--- config.mk ---
export PLATFORM = sky130hd
export DESIGN_NAME = sbb_back
export DESIGN_NICKNAME = d
export VERILOG_FILES = /design/src/sv/sbb_pkg.sv /design/src/sv/sbb_back.sv
export SDC_FILE = /design/constraint.sdc
export NUM_CORES = 2
export LEC_CHECK = 0
export CAP_MARGIN = 20
export CELL_PAD_IN_SITES_DETAIL_PLACEMENT = 0
export CELL_PAD_IN_SITES_GLOBAL_PLACEMENT = 1
export CORE_AREA = 2 2 520 522
export DETAILED_ROUTE_END_ITERATION = 8
export DIE_AREA = 0 0 522 524
export DONT_BUFFER_PORTS = 1
export GPL_TIMING_DRIVEN = 0
export PLACE_DENSITY = 0.86
export SLEW_MARGIN = 20
export SYNTH_ARGS = -nofsm -noshare
export SYNTH_HDL_FRONTEND = slang
export SYNTH_SLANG_ARGS = --single-unit
--- constraint.sdc ---
create_clock -name clk_i -period 14.8 [get_ports clk_i]
set_input_delay 1.48 -clock clk_i [delete_from_list [all_inputs] [get_ports clk_i]]
set_output_delay 1.48 -clock clk_i [all_outputs]
set_load 0.005 [all_outputs]
--- src/sv/sbb_pkg.sv ---
// shared types, constants and the divide-by-three helper for the box blur
package sbb_pkg;

  localparam int unsigned MaxWidth  = 256;
  localparam int unsigned MaxHeight = 256;
  localparam int unsigned ColW      = $clog2(MaxWidth);
  localparam int unsigned RowW      = $clog2(MaxHeight);
  localparam int unsigned DimW      = 9;
  localparam int unsigned PixW      = 8;
  localparam int unsigned SumW      = 10;
  localparam int unsigned JobDepth  = 4;
  localparam int unsigned JobPtrW   = $clog2(JobDepth);
  localparam int unsigned JobCntW   = $clog2(JobDepth + 1);

  localparam logic [DimW-1:0] DimMin      = DimW'(2);
  localparam logic [DimW-1:0] WidthMax    = DimW'(MaxWidth);
  localparam logic [DimW-1:0] HeightMax   = DimW'(MaxHeight);
  localparam logic [DimW-1:0] DimResetVal = DimW'(256);

  // configuration register indexes
  typedef enum logic [0:0] {
    CFG_FRAME_WIDTH  = 1'b0,
    CFG_FRAME_HEIGHT = 1'b1
  } cfg_idx_e;

  // one column job: a horizontal result and what it completes
  typedef struct packed {
    logic [ColW-1:0] col;
    logic [RowW-1:0] row;
    logic [PixW-1:0] hval;
    logic            emit_upper;
    logic            emit_lower;
    logic            use_older;
    logic            eof_col;
    logic            last_job;
  } job_t;

  // one result item
  typedef struct packed {
    logic [PixW-1:0] pixel;
    logic [RowW-1:0] row;
    logic [ColW-1:0] col;
    logic            last;
    logic            eof;
  } res_t;

  // floor(x / 3) for x up to 767, by reciprocal multiply
  function automatic logic [PixW-1:0] div3(input logic [SumW-1:0] x);
    logic [19:0] prod;
    prod = 20'(x) * 20'd683;
    return prod[18:11];
  endfunction

endpackage

--- src/sv/sbb_back.sv ---
// back end: line store, vertical pass and result sequencing
module sbb_back (
  input  logic           clk_i,
  input  logic           rst_ni,
  input  logic           not_empty_i,
  input  sbb_pkg::job_t  head_i,
  output logic           pop_o,
  output logic           out_valid_o,
  input  logic           out_ready_i,
  output sbb_pkg::res_t  res_o
);
  import sbb_pkg::*;

  localparam int unsigned LineW = 2 * PixW;

  // line store: upper byte holds row r-2, lower byte row r-1
  logic [LineW-1:0] line_mem [MaxWidth];
  logic [LineW-1:0] rd_q, fwd_data_q, entry, wr_data;
  logic             fwd_q;
  logic             we;

  logic             b_valid_q, up_done_q;
  job_t             b_job_q;
  logic [PixW-1:0]  a_val, b_val;
  logic [SumW-1:0]  up_sum, lo_sum;
  logic             up_pend, has_res, is_last_res;
  logic             out_free, out_load, b_leave, b_accept;
  res_t             cur_res;
  logic             out_valid_q;
  res_t             out_q;

  assign entry   = fwd_q ? fwd_data_q : rd_q;
  assign wr_data = {entry[PixW-1:0], b_job_q.hval};

  // vertical sums with rows above the frame gated to zero
  always_comb begin
    a_val  = b_job_q.use_older ? entry[LineW-1:PixW] : '0;
    b_val  = b_job_q.emit_upper ? entry[PixW-1:0] : '0;
    up_sum = SumW'(a_val) + SumW'(b_val) + SumW'(b_job_q.hval);
    lo_sum = SumW'(b_val) + SumW'(b_job_q.hval);
  end

  // pick the pending result of the job in hand
  always_comb begin
    up_pend     = b_job_q.emit_upper & ~up_done_q;
    has_res     = up_pend | b_job_q.emit_lower;
    is_last_res = up_pend ? ~b_job_q.emit_lower : 1'b1;
    cur_res.pixel = up_pend ? div3(up_sum) : div3(lo_sum);
    cur_res.row   = up_pend ? (b_job_q.row - RowW'(1)) : b_job_q.row;
    cur_res.col   = b_job_q.col;
    cur_res.last  = b_job_q.last_job & is_last_res;
    cur_res.eof   = ~up_pend & b_job_q.eof_col;
  end

  assign out_free = ~out_valid_q | out_ready_i;
  assign out_load = b_valid_q & has_res & out_free;
  assign b_leave  = b_valid_q & (~has_res | (out_load & is_last_res));
  assign b_accept = ~b_valid_q | b_leave;
  assign pop_o    = not_empty_i & b_accept;
  assign we       = b_leave;

  // line store access, read returns the old word on a same-address write
  always_ff @(posedge clk_i) begin
    if (we) line_mem[b_job_q.col] <= wr_data;
    if (pop_o) begin
      rd_q       <= line_mem[head_i.col];
      fwd_data_q <= wr_data;
      b_job_q    <= head_i;
    end
  end

  // bypass flag for a read that met a write to the same column
  always_ff @(posedge clk_i or negedge rst_ni) begin
    if (!rst_ni) begin
      fwd_q <= 1'b0;
    end else if (pop_o) begin
      fwd_q <= we & (b_job_q.col == head_i.col);
    end
  end

  // job stage control
  always_ff @(posedge clk_i or negedge rst_ni) begin
    if (!rst_ni) begin
      b_valid_q <= 1'b0;
      up_done_q <= 1'b0;
    end else if (b_accept) begin
      b_valid_q <= pop_o;
      up_done_q <= 1'b0;
    end else if (out_load && !is_last_res) begin
      up_done_q <= 1'b1;
    end
  end

  // output register
  always_ff @(posedge clk_i or negedge rst_ni) begin
    if (!rst_ni) begin
      out_valid_q <= 1'b0;
    end else if (out_load) begin
      out_valid_q <= 1'b1;
    end else if (out_ready_i) begin
      out_valid_q <= 1'b0;
    end
  end

  always_ff @(posedge clk_i) begin
    if (out_load) out_q <= cur_res;
  end

  assign out_valid_o = out_valid_q;
  assign res_o       = out_q;

endmodule

-- Word level (Yosys, flattened, before mapping)
Memories as Yosys holds them, arrays and structs flattened. A register that Yosys moved wholly into a read port is not among the register bits.
Cells that the tools add are included.
- add/subtract/negate cells: 4
- multiply operators: 2
- equality and inequality tests: 1
- muxes and demuxes: 12
- bitwise logic cells: 19
- reductions and logical operators: 4
- operators with widths (kind ; count):
    2-to-1 mux 8 bit ; 4
    multiplier 10 x 10 -> 19 bit (second input constant) ; 1
    multiplier 9 x 10 -> 19 bit (second input constant) ; 1
    adder 8 x 8 -> 9 bit ; 2
    2-to-1 mux 16 bit ; 1
    adder 9 x 8 -> 10 bit ; 1
    AND 1 bit ; 9
    equality test 8 bit ; 1
    subtractor 8 x 1 -> 8 bit (second input constant) ; 1
    2-to-1 mux 1 bit ; 7
    NOT 1 bit ; 6
    bitwise OR 1 bit ; 4
    nonzero test 2 bit ; 2
    logical AND 1 bit ; 1
    zero test 1 bit ; 1
- flip-flop bits (word level): 75
- RAM bits: 4096
- output and inout port bits: 28
- memories: 1
- memory list (memory ; words ; width ; read ports ; clocked after Yosys merged registers in ; wr ports ; line ; source):
    line_mem ; 256 ; 16 ; 1 ; 1 ; 1 ; sbb_back.sv:17 ; logic [LineW-1:0] line_mem [MaxWidth];

-- Longest topological paths before layout
- depth after elaboration: 10
- gate-level depth with buffers: 32
- depth with buffers taken out: 30

-- Least setup slack after synthesis
No wires, ideal clock.
- kind: reg-to-reg
- start point: reg b_job_q[6] in the netlist's numbering
- end point: reg out_q, in the netlist res_o[25] (data pin)
- library setup time: 261 ps
- arrival time: 9413 ps
- data required time: 14539 ps
- path slack: 5126 ps
- stages on the path, launching flop included: 28
- path buffers: 0
- cells stage by stage: edfxtp_1 inv_1 fa_1 inv_1 ha_1 inv_1 fa_1 nor2b_1 o31a_1 o21ai_0 nand2b_1 xnor2_1 inv_1 ha_1 ha_1 inv_1 fa_1 inv_1 fa_1 inv_1 fa_1 inv_1 ha_1 a2111oi_0 o31ai_1 a21oi_1 nor2_1 o32a_1
- RTL lines (what ; line ; source):
    start: declaration ; sbb_back.sv:23 ; job_t b_job_q;
    start signal: assignment ; sbb_back.sv:68 ; b_job_q <= head_i;
    end signal: assignment ; sbb_back.sv:106 ; if (out_load) out_q <= cur_res;
    end: declaration ; sbb_back.sv:30 ; res_t out_q;

==> impl_metrics.env <==
export IMPL_wire_per_inst_um=42.0
export IMPL_drv_cap=0
export IMPL_seqPwrFrac_pct=47.5
export IMPL_hold_class="input port to async pin"
export IMPL_cts_setup_buffers=0
export IMPL_cpLargestDelayFamily="adder cells"
export IMPL_wl_um=490000
export IMPL_finish_utilization_pct=69.7
export IMPL_ios=61
export IMPL_clock_path_buffers=4
export IMPL_hold_violations=0
export IMPL_cp_arrival_ns=11.07
export IMPL_grt_pass1_wl_um=676000
export IMPL_critPathLaunchType="flip-flop"
export IMPL_finalSetupViolations=0
export IMPL_viasPerCell=7.38
export IMPL_synthArstFlopShare_pct=0.0955
export IMPL_drt_pre_antenna_iters=9
export IMPL_dp_slack_ns=4.59
export IMPL_track_usage_pct=36.1
export IMPL_syn_to_final_growth_pct=14.4
export IMPL_path_max_fanout=90
export IMPL_clk_latency_ns=0.96
export IMPL_ys_warn_count=0
export IMPL_fmax_ghz=0.0960
export IMPL_final_nets=8001
export IMPL_finalMaxSlewViolations=0
export IMPL_synth_ff_type="edfxtp_1"
export IMPL_cp_num_buf_inv=10
export IMPL_switching_share_pct=26.3
export IMPL_final_layout_size_suffix_gt1_share_pct=30.9
export IMPL_die_h_um=524
export IMPL_intPower_uw=20700
export IMPL_overflow=0
export IMPL_crit_type="flip-flop to flip-flop"
export IMPL_p_leak_uw=0.0586
export IMPL_crit_path_frequent_cell="inv_1"
export IMPL_die_width_um=522
export IMPL_worstMarginPinSlew_ns=1.33
export IMPL_vias=86300
export IMPL_gp_congestion=0.932
export IMPL_htreeDepth=5
export IMPL_grt_max_degree=133
export IMPL_setup_slack_ns=4.39
export IMPL_cts_tree="built"
export IMPL_tns_ns=0
export IMPL_synth_seq_cells=4187
export IMPL_slew_headroom_pct=11.4
export IMPL_p_switching_uw=7390
export IMPL_cts_hold_buf=0
export IMPL_synth_edf_count=4183
export IMPL_finClkSkew_ns=0.0644
export IMPL_cts_sinks=4187
export IMPL_power_uw=28100
export IMPL_drc=36
export IMPL_synth_cell_types=52
export IMPL_vdd_drop_max_mv=0.291
export IMPL_num_rows=190
export IMPL_cp_slowest_cell="clkbuf_1"
export IMPL_synth_area_um2=163000
export IMPL_core_um2=267000
export IMPL_period_minus_slack_ns=10.41
export IMPL_drtAntennaViolNets=0
export IMPL_fin_crit_sh_pct=70.4
export IMPL_syn_inst=7063
export IMPL_cp_data_required_time_ns=15.45
export IMPL_drt_iter0_drc=17700
export IMPL_io_buffers=0
export IMPL_grt_pass1_vias=86000
export IMPL_cts_resized_gates=0
export IMPL_clk_pin_slew_ns=0.06
export IMPL_violations="design-rule violations"
export IMPL_cts_buffers=399
export IMPL_clock_root_buffer="clkbuf_16"
export IMPL_synth_fp_nets=7261
export IMPL_cellPowerDensity_nw_per_um2=151
export IMPL_holdWs_ns=0.245
export IMPL_cpPeakStageDelay_ns=0.94
export IMPL_combPwrFrac_pct=16.4
export IMPL_r2r_cells=31
export IMPL_dp_hpwl_um=307000
export IMPL_ys_seq_area_share_pct=77.2
export IMPL_status="finished, violations left"
export IMPL_cp_depth=31
export IMPL_start_util_pct=60.9
export IMPL_end_kind="flip-flop"
export IMPL_pwr_share_clk_pct=36.2
export IMPL_dieArea_um2=274000
export IMPL_rsz0062_at_grt="no"
export IMPL_final_common_cell="edfxtp_1"
export IMPL_antenna_found_initial=31
export IMPL_avgSynthCellArea_um2=23.0
export IMPL_layout_common_cells="4183 x edfxtp_1, 1152 x mux4_2, 402 x clkbuf_16"
-- flip-flops by register name, indices dropped and copies added (netlist names) --
| name | count |
|---|---|
| b_valid_q | 1 |
| line_mem | 4096 |
| up_done_q | 1 |
| res_o | 26 |
| rd_q | 16 |
| fwd_data_q | 16 |
| fwd_q | 1 |
| out_valid_o | 1 |
| b_job_q | 29 |
-- final timing paths --
path / startpoint / end / slack, ns
setup / recovery: fwd_q / res_o[25] / 4.39
hold / removal: rst_ni / b_valid_q / 0.25
setup reg to reg: fwd_q / res_o[25] / 4.39
hold reg to reg: b_job_q[1] / res_o[0] / 0.57
max in group asynchronous: rst_ni / up_done_q / 14.48
min in group clk_i: b_job_q[1] / res_o[0] / 0.57
-- synthesized netlist by cell type, types with 2 or more instances --
master | n | share of area [%]
edfxtp_1 | 4183 | 77
mux4_2 | 1152 | 16
nor2_1 | 291 | 0.67
clkbuf_1 | 186 | 0.43
a22oi_1 | 128 | 0.59
ha_1 | 115 | 0.88
inv_1 | 99 | 0.23
buf_2 | 98 | 0.30
a21oi_1 | 91 | 0.28
o22ai_1 | 82 | 0.32
a22o_1 | 64 | 0.34
nand2_1 | 59 | 0.14
nor2b_1 | 54 | 0.21
buf_1 | 53 | 0.12
a221oi_1 | 51 | 0.27
fa_1 | 50 | 0.61
nor3_1 | 40 | 0.12
nor4_1 | 34 | 0.13
buf_6 | 27 | 0.19
xnor2_1 | 25 | 0.13
buf_4 | 22 | 0.10
xor2_1 | 21 | 0.11
nand3_1 | 17 | 0.052
a221oi_2 | 13 | 0.12
and2_1 | 12 | 0.046
a21o_1 | 11 | 0.051
mux2i_1 | 10 | 0.061
nand2b_1 | 10 | 0.038
o21ai_0 | 10 | 0.031
mux2_2 | 9 | 0.062
nand4_1 | 6 | 0.023
o21bai_1 | 6 | 0.028
dfrtp_1 | 4 | 0.061
a2111oi_0 | 3 | 0.016
nor3b_1 | 3 | 0.014
o31ai_1 | 3 | 0.014
or2_2 | 3 | 0.012
a211oi_1 | 2 | 0.0092
a21boi_0 | 2 | 0.0092
o21a_1 | 2 | 0.0092
-- layer usage --
layer / track usage, % / vias to the layer above / wire (um)
met1: 45.0 / 44300 / 151000
met2: 56.1 / 8600 / 229000
met4: 23.0 / 18 / 40100
li1: - / 31600 / -
met5: 0 / - / 125
met3: 10.6 / 1824 / 69900
-- cell families (layout without fill, tap and decap cells) --
logic type      Yosys count  in the layout  share of synthesized area, %
compound gates          476            476                          2.13
other cells               0             23                             0
xor+xnor                 46             46                         0.247
mux                    1171           1171                          16.1
fa+ha+maj               165            165                          1.50
flops                  4187           4187                          77.2
simple gates            533            533                          1.47
buf+inv                 485           1534                          1.37
-- power by group through the flow --
stage	sequential (uW)	combinational [uW]	clock (uW)
finish	13400	4600	10200
detailed placement	13600	4480	0
global placement	13800	4130	0
CTS	13400	4560	10100
global route	13400	5070	10500
floorplan	13700	2940	0
-- final cells by class --
type / instances / area [um^2]
Inverter: 99 / 372
Clock buffer: 472 / 10300
Antenna cell: 23 / 57.6
Sequential cell: 4187 / 126000
Buffer: 386 / 1900
Fill cell: 14500 / 81200
Clock inverter: 238 / 2320
Timing Repair Buffer: 339 / 5230
Multi-Input combinational cell: 2391 / 35900
Tap cell: 3552 / 4440
-- per-stage QoR --
step	instance area (um^2)	cells
6_report	186000	11700
5_1_grt	186000	11700
4_1_cts	186000	11700
3_5_place_dp	174000	11000
3_3_place_gp	167000	10600
2_1_floorplan	163000	7063
No activity file was read; power rests on OpenSTA's default activity.
