## src/sv/sbb_pkg.sv

```systemverilog
// shared types, constants and the divide-by-three helper for the box blur
package sbb_pkg;

  localparam int unsigned MaxWidth  = 256;
  localparam int unsigned MaxHeight = 256;
  localparam int unsigned ColW      = $clog2(MaxWidth);
  localparam int unsigned RowW      = $clog2(MaxHeight);
  localparam int unsigned DimW      = 9;
  localparam int unsigned PixW      = 8;
  localparam int unsigned SumW      = 10;
  localparam int unsigned JobDepth  = 4;
  localparam int unsigned JobPtrW   = $clog2(JobDepth);
  localparam int unsigned JobCntW   = $clog2(JobDepth + 1);

  localparam logic [DimW-1:0] DimMin      = DimW'(2);
  localparam logic [DimW-1:0] WidthMax    = DimW'(MaxWidth);
  localparam logic [DimW-1:0] HeightMax   = DimW'(MaxHeight);
  localparam logic [DimW-1:0] DimResetVal = DimW'(256);

  // configuration register indexes
  typedef enum logic [0:0] {
    CFG_FRAME_WIDTH  = 1'b0,
    CFG_FRAME_HEIGHT = 1'b1
  } cfg_idx_e;

  // one column job: a horizontal result and what it completes
  typedef struct packed {
    logic [ColW-1:0] col;
    logic [RowW-1:0] row;
    logic [PixW-1:0] hval;
    logic            emit_upper;
    logic            emit_lower;
    logic            use_older;
    logic            eof_col;
    logic            last_job;
  } job_t;

  // one result item
  typedef struct packed {
    logic [PixW-1:0] pixel;
    logic [RowW-1:0] row;
    logic [ColW-1:0] col;
    logic            last;
    logic            eof;
  } res_t;

  // floor(x / 3) for x up to 767, by reciprocal multiply
  function automatic logic [PixW-1:0] div3(input logic [SumW-1:0] x);
    logic [19:0] prod;
    prod = 20'(x) * 20'd683;
    return prod[18:11];
  endfunction

endpackage

```

## src/sv/sbb_front.sv

```systemverilog
// front end: position tracking, horizontal pass and column job issue
module sbb_front (
  input  logic                         clk_i,
  input  logic                         rst_ni,
  input  logic [sbb_pkg::DimW-1:0]     frame_width_i,
  input  logic [sbb_pkg::DimW-1:0]     frame_height_i,
  input  logic                         in_valid_i,
  output logic                         in_ready_o,
  input  logic [sbb_pkg::PixW-1:0]     pixel_in_i,
  input  logic                         room2_i,
  output logic                         push0_o,
  output logic                         push1_o,
  output sbb_pkg::job_t                job0_o,
  output sbb_pkg::job_t                job1_o
);
  import sbb_pkg::*;

  logic [ColW-1:0] col_q, col_d;
  logic [RowW-1:0] row_q, row_d;
  logic [PixW-1:0] prev_q, prev2_q;
  logic [DimW-1:0] w_use, h_use;
  logic            wrap_col;
  logic [DimW-1:0] row_adj9;
  logic [ColW-1:0] c;
  logic [RowW-1:0] r;
  logic [DimW-1:0] c9, c_next9, r_next9;
  logic [PixW-1:0] left;
  logic [SumW-1:0] sum3, sum2;
  logic            accept, has_job, end_col;
  logic            emit_upper, emit_lower, use_older;

  // clamp geometry to the supported range
  always_comb begin
    w_use = frame_width_i;
    if (frame_width_i < DimMin) w_use = DimMin;
    else if (frame_width_i > WidthMax) w_use = WidthMax;
    h_use = frame_height_i;
    if (frame_height_i < DimMin) h_use = DimMin;
    else if (frame_height_i > HeightMax) h_use = HeightMax;
  end

  // position of this pixel after geometry fix-up
  always_comb begin
    wrap_col = {1'b0, col_q} >= w_use;
    row_adj9 = wrap_col ? ({1'b0, row_q} + DimW'(1)) : {1'b0, row_q};
    c        = wrap_col ? '0 : col_q;
    r        = (row_adj9 >= h_use) ? '0 : row_adj9[RowW-1:0];
    c9       = {1'b0, c};
  end

  assign in_ready_o = room2_i;
  assign accept     = in_valid_i & room2_i;
  assign has_job    = c != '0;
  assign end_col    = c9 == (w_use - DimW'(1));

  // horizontal sums
  always_comb begin
    left = (c9 >= DimW'(2)) ? prev2_q : '0;
    sum3 = SumW'(left) + SumW'(prev_q) + SumW'(pixel_in_i);
    sum2 = SumW'(prev_q) + SumW'(pixel_in_i);
  end

  // row classification shared by both jobs
  assign emit_upper = r != '0;
  assign emit_lower = {1'b0, r} == (h_use - DimW'(1));
  assign use_older  = {1'b0, r} >= DimW'(2);

  // job for the column left of this pixel, and for the last column at row end
  always_comb begin
    job0_o.col        = c - ColW'(1);
    job0_o.row        = r;
    job0_o.hval       = div3(sum3);
    job0_o.emit_upper = emit_upper;
    job0_o.emit_lower = emit_lower;
    job0_o.use_older  = use_older;
    job0_o.eof_col    = 1'b0;
    job0_o.last_job   = ~end_col;

    job1_o.col        = c;
    job1_o.row        = r;
    job1_o.hval       = div3(sum2);
    job1_o.emit_upper = emit_upper;
    job1_o.emit_lower = emit_lower;
    job1_o.use_older  = use_older;
    job1_o.eof_col    = 1'b1;
    job1_o.last_job   = 1'b1;
  end

  assign push0_o = accept & has_job;
  assign push1_o = accept & has_job & end_col;

  // next position
  always_comb begin
    c_next9 = c9 + DimW'(1);
    r_next9 = {1'b0, r} + DimW'(1);
    col_d   = c_next9[ColW-1:0];
    row_d   = r;
    if (c_next9 == w_use) begin
      col_d = '0;
      row_d = (r_next9 == h_use) ? '0 : r_next9[RowW-1:0];
    end
  end

  // position and pixel history
  always_ff @(posedge clk_i or negedge rst_ni) begin
    if (!rst_ni) begin
      col_q   <= '0;
      row_q   <= '0;
      prev_q  <= '0;
      prev2_q <= '0;
    end else if (accept) begin
      col_q   <= col_d;
      row_q   <= row_d;
      prev_q  <= pixel_in_i;
      prev2_q <= prev_q;
    end
  end

endmodule

```

## config.mk

```make
export PLATFORM = sky130hd
export DESIGN_NAME = sbb_front
export DESIGN_NICKNAME = d
export VERILOG_FILES = /design/src/sv/sbb_pkg.sv /design/src/sv/sbb_front.sv
export SDC_FILE = /design/constraint.sdc
export NUM_CORES = 1
export LEC_CHECK = 0
export ABC_AREA = 1
export BUFFER_PORTS_ARGS = -buffer_cell sky130_fd_sc_hd__clkbuf_2
export CAP_MARGIN = 15
export CORE_UTILIZATION = 50
export DETAILED_ROUTE_END_ITERATION = 6
export GPL_ROUTABILITY_DRIVEN = 0
export PLACE_DENSITY = 0.73
export SLEW_MARGIN = 20
export SYNTH_ARGS = -nofsm -noshare
export SYNTH_HDL_FRONTEND = slang
export SYNTH_SLANG_ARGS = --single-unit
```

## constraint.sdc

```tcl
create_clock -name clk_i -period 14.25 [get_ports clk_i]
set_clock_uncertainty 0.15 [all_clocks]
set_input_delay 3.5625 -clock clk_i [delete_from_list [all_inputs] [get_ports clk_i]]
set_output_delay 3.5625 -clock clk_i [all_outputs]
set_load 0.01 [all_outputs]
```

# Yosys cells after proc, flatten, opt, wreduce, memory -nomap -nowiden
# Cells that the tools add are included.
[op_classes]
add_sub_neg = 9
multipliers = 2
n_lt_le_gt_ge = 8
n_eq_ne = 4
n_mux = 11
bitwise = 4
reduce_logical = 2
[op_table]
columns = ["operator", "n"]
rows = [
  ["8-bit 2-to-1 mux", 6],
  ["9-bit 2-to-1 mux", 5],
  ["8-bit by 1-bit adder with 9-bit output, second input constant", 3],
  ["10-bit by 10-bit multiplier with 19-bit output, second input constant", 1],
  ["9-bit by 10-bit multiplier with 19-bit output, second input constant", 1],
  ["8-bit by 8-bit adder with 9-bit output", 2],
  ["8-bit by 9-bit == test with 1-bit output", 2],
  ["9-bit == test", 2],
  ["9-bit > comparator, second input constant", 2],
  ["9-bit by 2-bit < comparator with 1-bit output, second input constant", 2],
  ["9-bit by 1-bit subtractor with 9-bit output, second input constant", 2],
  ["8-bit by 2-bit greater-or-equal comparator with 1-bit output, second input constant", 2],
  ["8-bit nonzero test", 2],
  ["9-bit by 8-bit adder with 10-bit output", 1],
  ["8-bit by 9-bit greater-or-equal comparator with 1-bit output", 1],
  ["9-bit greater-or-equal comparator", 1],
  ["8-bit by 1-bit subtractor with 8-bit output, second input constant", 1],
  ["1-bit AND", 3],
  ["1-bit NOT", 1],
]
[word_totals]
regBits = 32
inputBits = 30
word_cells = 44

# Depth between registers and ports, before layout
# Gate-level depths: netlist (run 1).
[logic_depth]
ltp_word = 11
ltp_mapped = 46
ltp_nobuf = 45

# Worst setup path after synthesis (run 1)
# OpenSTA, ideal clock, no wires.
[synth_path]
path_type = "input to output"
start = "input port frame_width_i[2] in the netlist's numbering"
end = "output port job0_o[11] in the netlist's numbering"
t_arrival_ps = 11201
required_time_ps = 10538
setup_slack_ps = -663
stages = 40
path_cell_list = "nor2_1 -> nand4_1 -> nand2_1 -> nand2_1 -> ha_1 -> nand2_1 -> inv_1 -> nand2_1 -> nand3_1 -> nand2_4 -> nand2_4 -> buf_12 -> nor2_1 -> ha_1 -> nor4_4 -> inv_1 -> nand2_1 -> fa_1 -> [4 not listed] -> o31ai_1 -> xor2_1 -> inv_1 -> ha_1 -> ha_1 -> fa_1 -> fa_1 -> inv_1 -> fa_1 -> inv_1 -> ha_1 -> nand2_1 -> o21ai_0 -> a31oi_1 -> o21ai_0 -> a21oi_1 -> o21ai_0 -> xor2_1"
[synth_rtl]
columns = ["item", "line_no", "rtl"]
rows = [
  ["start: declaration", "sbb_front.sv:5", "input logic [sbb_pkg::DimW-1:0] frame_width_i,"],
  ["end: declaration", "sbb_front.sv:13", "output sbb_pkg::job_t job0_o,"],
]

==> summary.txt, run 1 <==
Clocking
  – # clock sinks: 32
  – Worst-path clk slew: 50 ps
  – Root Driver: clkbuf_16
  – CTS Buf Count: 5
  – H-tree levels: 2
  – CTS tree: yes
  – Clock latency on the worst-skew pair: 280 ps
  – Max Buffers Root-to-Sink: 2

Flow run
  – Max cap viols: 0

GRT
  – Grt total ovfl: 0
  – Pin count of the biggest net entering global routing: 33
  – Global Route Usage Sum: 0.2483
  – Vias in the first global route: around 7,300
  – Initial antenna violation count: 0
  – First-pass GRT wire length: 32,570 um

Synthesis
  – Synthesized instance count: between 1,000 and 1,500
  – Avg Cell Area, Syn: approximately 7.3 um2
  – Yosys warning total: 0
  – Seq cells post-synth: 32
  – Ys flop type: dfrtp_1
  – Mapped cell area: 7764 um2
  – Post-synth ARST share: 1.000
  – Post-synthesis sequential area ratio: 0.1031
  – Yosys cell types: 46
  – Post-synth EDFFs: 0

Run status
  – Failing checks: DRC, setup timing
  – Status: finished, violations left

Finish
  – Final #Nets: 1,464
  – Non-Filler Instances: roughly 1,400
  – Share of cells above drive strength 1: 0.2794
  – Area growth, synth to finish: 29.19%
  – Antenna diodes: 0

STA
  – Worst-Margin Slew: between 800 and 900 ps
  – Max Clk Rate: ~0.068 GHz
  – Relative slew slack: 0.4302
  – Min Tclk post-route: between 10,000 and 15,000 ps
  – Final slew viol count: 0
  – Crit share post-route: 1.037
  – Final hold viol count: 0
  – Setup repair after global routing missed its margin: true
  – Setup violations, final: 7
  – Final worst slack: -533.5 ps

Setup path
  – Cell mode on critical path: ha_4
  – Worst flop-to-flop path startpoint: col_q[4]
  – Worst path max stage delay: about 530 ps
  – CP bufs+invs: 8
  – Worst path arrival time: between 10,000 and 15,000 ps
  – R2R Path End: row_q[4]
  – Critical setup path kind: in2out
  – Critical Path RT: about 11,000 ps
  – Family with the most delay on the worst path: adder cells
  – Critical-path maximum fanout: 7
  – Flop-to-flop setup slack: around 9000 ps
  – CP max-delay cell: fa_1
  – Crit. End Element: primary output
  – Worst reg2reg path depth: 31
  – Startpoint Class: primary input

Detailed routing
  – Drc violations: 4
  – Drt initial violations: between 300 and 400
  – Post-DR vias/cell: a little over 5
  – Drt first pass iters: 7
  – WL per Instance: ~14 um
  – Vias after detailed routing: between 7,000 and 8,000
  – Post-DRT Antenna Nets: 0
  – Post-Route WL: between 15,000 and 20,000 um

Min path
  – Worst hold path type: reg2reg
  – Hold endpoint: prev2_q[4]
  – Worst Hold Depth: 2
  – Worst hold start: prev2_q[4]

Floorplan
  – Num rows: 45
  – I/O pin count: 91
  – Core Area: 15,200 um2
  – Die width: roughly 130 um
  – Die Span Y: 126.6 um
  – Starting Density: 0.5107
  – Area of the die: 16,030 um2

Place
  – Dpl hpwl: about 16,000 um
  – I/O Buffers: 87
  – Placed cell count: 1,391
==> routing by layer <==
| layer | up-vias | global-route usage | part of all wire |
|---|---|---|---|
| met3 | 32 | 0.02784 | 0.033 |
| met4 | 0 | 0.05315 | 0.018 |
| met1 | 3461 | 0.3165 | 0.44 |
| met5 | - | 0 | 0 |
| li1 | 3716 | - | - |
| met2 | 148 | 0.4504 | 0.51 |
==> how the worst max path moves through the flow <==
stage,startpoint,endpoint,slack (ps),depth (start not counted)
floorplan,frame_width_i[5],job0_o[12],-230,42
global placement,frame_width_i[4],job0_o[12],-410,43
detailed placement,frame_width_i[4],job0_o[12],-590,43
CTS,frame_width_i[1],job0_o[12],-390,44
global route,frame_width_i[3],job0_o[12],-980,47
finish,frame_width_i[1],job0_o[12],-530,47
==> worst reg2reg max path, delay by kind of cell, from the launching register on <==
family          cells  cell delay (ps)
compound gates      2              240
fa+ha+maj           3              880
buf+inv             5              550
flops               1              580
simple gates       21             2780
==> registers in the layout (all words and copies together), names as in the netlist <==
signal and count:
col_q 8, prev2_q 8, prev_q 8, row_q 8
==> cell usage after synthesis (2+ instances only) <==
master	number	area, um2
nand2_4	2	22.52
fa_1	51	1021
nand2_2	9	56.30
nand4_1	14	87.58
nand3_1	65	325.3
nand4_4	2	42.54
nor2_4	7	78.83
ha_1	142	1777
inv_2	6	22.52
nor2_1	79	296.5
nor2_2	5	31.28
xnor2_1	10	87.58
a21o_1	5	37.54
dfrtp_1	32	800.8
clkbuf_1	4	15.01
inv_1	211	792.0
o2111ai_1	2	17.52
a31oi_1	4	25.02
o21ai_1	2	10.01
xor2_1	55	481.7
a21oi_1	44	220.2
nand3b_1	4	30.03
o22ai_1	5	31.28
buf_4	19	142.6
o21ai_0	27	135.1
conb_1	2	7.510
nor3_1	11	55.05
nand3_2	4	40.04
o211ai_1	2	15.01
o21bai_1	7	52.55
nand2_1	203	762.0
a21oi_2	8	70.07
nor4_1	2	12.51
==> cells by family after synthesis <==
family	after synthesis	synth area share
AOI/OAI and AO/OA	111	0.08525
xor gates and xnor gates	65	0.07333
adders and majority gates	193	0.3604
buffers and inverters	243	0.1297
DFF	32	0.1031
other	2	0.0009673
and+or+nand+nor	412	0.2472
==> placed cells by master (no fill, tap or decap), types with 22 or more instances in the layout <==
cell type,instances
xor2_1,51
clkbuf_2,75
dfrtp_1,32
a21oi_1,37
nand3_1,60
buf_4,108
nand2_1,189
ha_1,114
fa_1,48
nor2_1,69
o21ai_0,22
ha_4,28
inv_1,200
==> cell type report <==
type	count	area (um2)
clock buffer	5	125.1
clock inverter	3	42.54
fill	1323	5172
inverter	217	817.0
multi-input combinational	784	6655
sequential	32	800.8
tap	188	235.2
timing repair buffer	201	1354
==> stage by stage <==
stage          setup TNS, ps  setup slack (ps)  utilization  cell area [um2]  hold WS (ps)
3_3_place_gp           -2538            -415.0       0.6001             9123         320.8
2_1_floorplan         -939.8            -230.8            -             8029         302.9
5_1_grt                -6689            -982.5       0.6598            10030         378.3
3_5_place_dp           -3883            -594.7       0.6001             9123         327.4
4_1_cts                -2554            -389.6       0.6346             9647         341.5
6_report               -3231            -533.5       0.6598            10030         337.6
==> repair_timing <==
item | 4_1_cts | 5_1_grt
hold buffers | 0 | 0
resized for setup | 33 | 59
pin swaps | 46 | 59
setup endpoints to repair | 8 | 8
setup buffers | 23 | 8
Power of run 1 is not shown: default switching activity piles up to over one toggle a cycle in this logic, so the estimate is an artifact.
==> run 2: changes to the inputs <==
Settings changed: PLACE_DENSITY 0.73 to not set, PLACE_DENSITY_LB_ADDON set to 0.3.
Clock period 14.25 ns to 16 ns, I/O delays scaled along.
==> run 2 against run 1 <==
Net effect: the run now ends clean; register-to-register slack better by 1600 ps; setup slack improved by 810 ps; count of clock-buffer cells in the layout is the same; final cell count is 4.8% lower; critical path type unchanged; sequential share of layout area increased by 0.91 points; utilization shrank 6.7 points; flip-flop and latch count stayed put.
==> summary.txt, run 2 (synthesis gave the netlist of run 1 again) <==
Clocking
  – Clock latency on the worst-skew pair: ~280 ps
  – CTS tree: yes
  – H-tree levels: 2
  – Worst-path clk slew: around 60 ps
  – CTS Buf Count: 5
  – Max Buffers Root-to-Sink: 2
  – Root Driver: clkbuf_16
  – # clock sinks: 32

GRT
  – First-pass GRT wire length: about 30,000 um
  – Vias in the first global route: 6,595
  – Global Route Usage Sum: 0.2277
  – Initial antenna violation count: 0
  – Pin count of the biggest net entering global routing: 33
  – Grt total ovfl: 0

Setup path
  – Critical Path RT: about 12,000 ps
  – Worst flop-to-flop path startpoint: col_q[4]
  – Family with the most delay on the worst path: adder cells
  – Critical-path maximum fanout: 6
  – Cell mode on critical path: a21oi_2
  – R2R Path End: row_q[6]
  – Worst path arrival time: between 10,000 and 15,000 ps
  – CP max-delay cell: fa_1
  – Startpoint Class: primary input
  – Worst reg2reg path depth: 33
  – Worst path max stage delay: around 580 ps
  – CP bufs+invs: 8
  – Crit. End Element: primary output
  – Critical setup path kind: in2out
  – Flop-to-flop setup slack: 10,530 ps

Min path
  – Worst hold start: prev2_q[6]
  – Hold endpoint: prev2_q[6]
  – Worst Hold Depth: 2
  – Worst hold path type: reg2reg

Detailed routing
  – Post-Route WL: approximately 18,000 um
  – Drt first pass iters: 5
  – Drt initial violations: 420
  – Post-DRT Antenna Nets: 0
  – Post-DR vias/cell: 5.217
  – WL per Instance: 13.53 um
  – Drc violations: 0
  – Vias after detailed routing: between 7,000 and 8,000

Floorplan
  – Die Span Y: ~130 um
  – Die width: 126.6 um
  – Starting Density: 0.5107
  – Num rows: 45
  – Area of the die: between 15,000 and 20,000 um2
  – Core Area: about 15,000 um2
  – I/O pin count: between 90 and 100

STA
  – Worst-Margin Slew: 901.6 ps
  – Max Clk Rate: approximately 0.064 GHz
  – Final hold viol count: 0
  – Crit share post-route: 0.9825
  – Setup violations, final: 0
  – Min Tclk post-route: roughly 16,000 ps
  – Relative slew slack: 0.3990
  – Final slew viol count: 0

Finish
  – Share of cells above drive strength 1: 0.1968
  – Most frequent cells in the layout: inv_1 (207), nand2_1 (199), ha_1 (134)
  – Most common cell after layout, fill and taps aside: inv_1
  – Fill cell count: approximately 1,400
  – Antenna diodes: 0
  – Final #Nets: around 1,400
  – Util after Layout: 0.5923
  – Area growth, synth to finish: 15.97%

Place
  – I/O Buffers: 87
  – Dpl hpwl: approximately 15,000 um

Run status
  – Status: finished clean

Flow run
  – Max cap viols: 0
[run 2: final cells by class]
cell class	instances	area (um2)	area share
Inverter	217	814.5	0.09047
Tap cell	188	235.2	0.02613
Clock buffer	5	125.1	0.01390
Multi-Input combinational cell	784	6223	0.6912
Timing Repair Buffer	133	780.7	0.08671
Sequential cell	32	800.8	0.08894
Clock inverter	3	23.77	0.002640
[run 2: worst max-delay path by stage]
stage / startpoint / endpoint / slack, ps / depth (start not counted)
floorplan: frame_width_i[2] / job0_o[11] / 210 / 40
global placement: frame_width_i[2] / job0_o[11] / -30 / 42
detailed placement: frame_width_i[2] / job0_o[11] / -240 / 42
CTS: frame_width_i[2] / job0_o[12] / 20 / 45
global route: frame_width_i[1] / job0_o[12] / -180 / 46
finish: frame_width_i[1] / job0_o[11] / 280 / 41
[run 2: tightest hold or removal path: stages, from the launching register on]
cell     delay [ps]
dfrtp_1         340
nand2_1          50
o21ai_0          60
[run 2: stage by stage]
stage / std cells / TNS [ps] / worst slack (ps) / cell area, um2 / hold WS, ps
after floorplan: 1059 / 0 / 211.6 / 7767 / 303.0
after global placement: 1336 / -30.89 / -30.89 / 8456 / 319.5
after detailed placement: 1336 / -883.5 / -244.5 / 8456 / 328.5
after CTS: 1345 / 0 / 23.00 / 8648 / 343.1
after global routing: 1362 / -872.3 / -180.9 / 9004 / 379.8
final: 1362 / 0 / 280.0 / 9004 / 337.1
[run 2: timing repair]
action                     CTS  global route
resized for setup            7            45
setup endpoints to repair    6             8
hold endpoints to repair     0             0
pin swaps                    3            29
buffers inserted             1            17
hold buffers                 0             0
[run 2: routing by layer]
metal	wire [um]	vias up	part of all wire	track usage
met5	0	-	0	0
met4	197	0	0.011	0.02622
met3	792	16	0.043	0.01476
met2	9046	187	0.49	0.3968
met1	8398	3312	0.46	0.3193
li1	-	3590	-	-
Power of run 2 is left out for the same reason.
==> run 3: changes to the inputs <==
Clock period 16 ns to 13.15 ns, I/O delays scaled along.
==> run 3 against run 2 <==
Net effect: the flow now finishes with violations (setup timing); setup slack worse by 1300 ps; cell area is 10% higher; via count increased by 3.4%; die area did not move; final cell count increased by 5.7%; utilization up 6.0 points; wire length grew 5.5%; flip-flop and latch count unchanged; register-to-register slack got worse by 2700 ps; first-iteration DRC count fell by 20%; sequential share of layout area shrank 0.81 points; global-route usage up 2.1 points; critical path type unchanged.
==> summary.txt, run 3 (synthesis gave the netlist of run 1 again) <==
Detailed routing
  – Post-DRT Antenna Nets: 0
  – Post-DR vias/cell: roughly 5.1
  – Drt first pass iters: 6
  – Drc violations: 0
  – Post-Route WL: 19,450 um
  – WL per Instance: ~14 um
  – Drt initial violations: about 340
  – Vias after detailed routing: between 7,000 and 8,000

STA
  – Final hold viol count: 0
  – Max Clk Rate: between 0.07 and 0.08 GHz
  – Min Tclk post-route: ~14,000 ps
  – Setup repair after global routing missed its margin: true
  – Relative slew slack: 0.4490
  – Final slew viol count: 0
  – Setup violations, final: 8
  – Setup TNS: -6825 ps
  – Hold_ws: 342.8 ps
  – Final worst slack: -974.8 ps
  – Crit share post-route: 1.074
  – Worst-Margin Slew: between 800 and 900 ps

Setup path
  – Worst path arrival time: between 10,000 and 15,000 ps
  – Family with the most delay on the worst path: adder cells
  – Startpoint Class: primary input
  – Critical-path maximum fanout: 7
  – Critical Path RT: ~9700 ps
  – Critical setup path kind: in2out
  – CP max-delay cell: fa_1
  – CP bufs+invs: 8
  – Cell mode on critical path: ha_4
  – Worst path max stage delay: 510 ps
  – Crit. End Element: primary output

Clocking
  – Worst-path clk slew: about 50 ps
  – Hold-fix buffers, CTS: 0
  – CTS tree: yes
  – CTS Buf Count: 5
  – H-tree levels: 2
  – # clock sinks: 32
  – Clock latency on the worst-skew pair: 280 ps
  – Max Buffers Root-to-Sink: 2
  – Root Driver: clkbuf_16

Place
  – Dpl hpwl: 15,830 um
  – I/O Buffers: 87
  – DP Area: about 9200 um2

Floorplan
  – Num rows: 45
  – Area of the die: ~16,000 um2
  – Die width: 126.6 um
  – Core Area: about 15,000 um2
  – Starting Density: 0.5107
  – Die Span Y: 126.6 um
  – I/O pin count: slightly above 90

Run status
  – Status: finished, violations left
  – Failing checks: setup timing

Finish
  – Cell area after layout: 9908 um2
  – Share of cells above drive strength 1: 0.2652
  – Util after Layout: 0.6518
  – Area growth, synth to finish: 27.62%
  – Final #Nets: between 1,000 and 1,500
  – Most common cell after layout, fill and taps aside: inv_1
  – Most frequent cells in the layout: inv_1 (202), nand2_1 (192), ha_1 (127)
  – Antenna diodes: 0

GRT
  – Grt total ovfl: 0
  – Global Route Usage Sum: 0.2485
  – Pin count of the biggest net entering global routing: 33
  – Initial antenna violation count: 0
  – First-pass GRT wire length: between 30,000 and 40,000 um
  – Vias in the first global route: ~7,300

Flow run
  – Max cap viols: 0

Min path
  – Worst hold path type: reg2reg
[run 3: worst paths after layout]
check	slack [ps]	depth (start not counted)	end	from
max in group asynchronous	9380	1	row_q[0]	rst_ni
min reg2reg	340	2	prev2_q[6]	prev2_q[6]
max reg2reg	7860	31	row_q[5]	col_q[4]
max	-970	46	job0_o[12]	frame_width_i[0]
min in group asynchronous	2950	1	col_q[0]	rst_ni
min	340	2	prev2_q[6]	prev2_q[6]
[run 3: per-stage QoR]
stage / worst slack, ps / cells
4_1_cts: -838.0 / 1438
3_5_place_dp: -1139 / 1406
5_1_grt: -1416 / 1440
6_report: -974.8 / 1440
3_3_place_gp: -948.0 / 1406
2_1_floorplan: -780.8 / 1059
[run 3: routing by layer]
layer / track usage / vias to the layer above / part of all wire / wire length (um)
li1: - / 3736 / - / -
met1: 0.2987 / 3420 / 0.43 / 8360
met2: 0.4712 / 156 / 0.51 / 10020
met3: 0.01940 / 38 / 0.032 / 615
met4: 0.07087 / 0 / 0.024 / 459
met5: 0 / - / 0 / 0
[run 3: final cells by class]
class / count / area [um2]
fillers: 1297 / 5294
well taps: 188 / 235.2
multi-input cells: 784 / 6440
flip-flops and latches: 32 / 800.8
repair buffers: 211 / 1430
inverters: 217 / 819.5
clock buffers: 7 / 152.6
clock inverters: 1 / 30.03
[run 3: tightest hold or removal path: stages, from the launching register on]
cell	delay, ps
dfrtp_1	340
nand2_1	50
o21ai_0	70
[run 3: what timing repair did]
| item | in CTS | in global routing |
|---|---|---|
| resized for setup | 34 | 34 |
| gates cloned | 0 | 0 |
| setup endpoints to repair | 8 | 8 |
| pin swaps | 51 | 19 |
| setup buffers | 24 | 2 |
Power of run 3 is left out for the same reason.
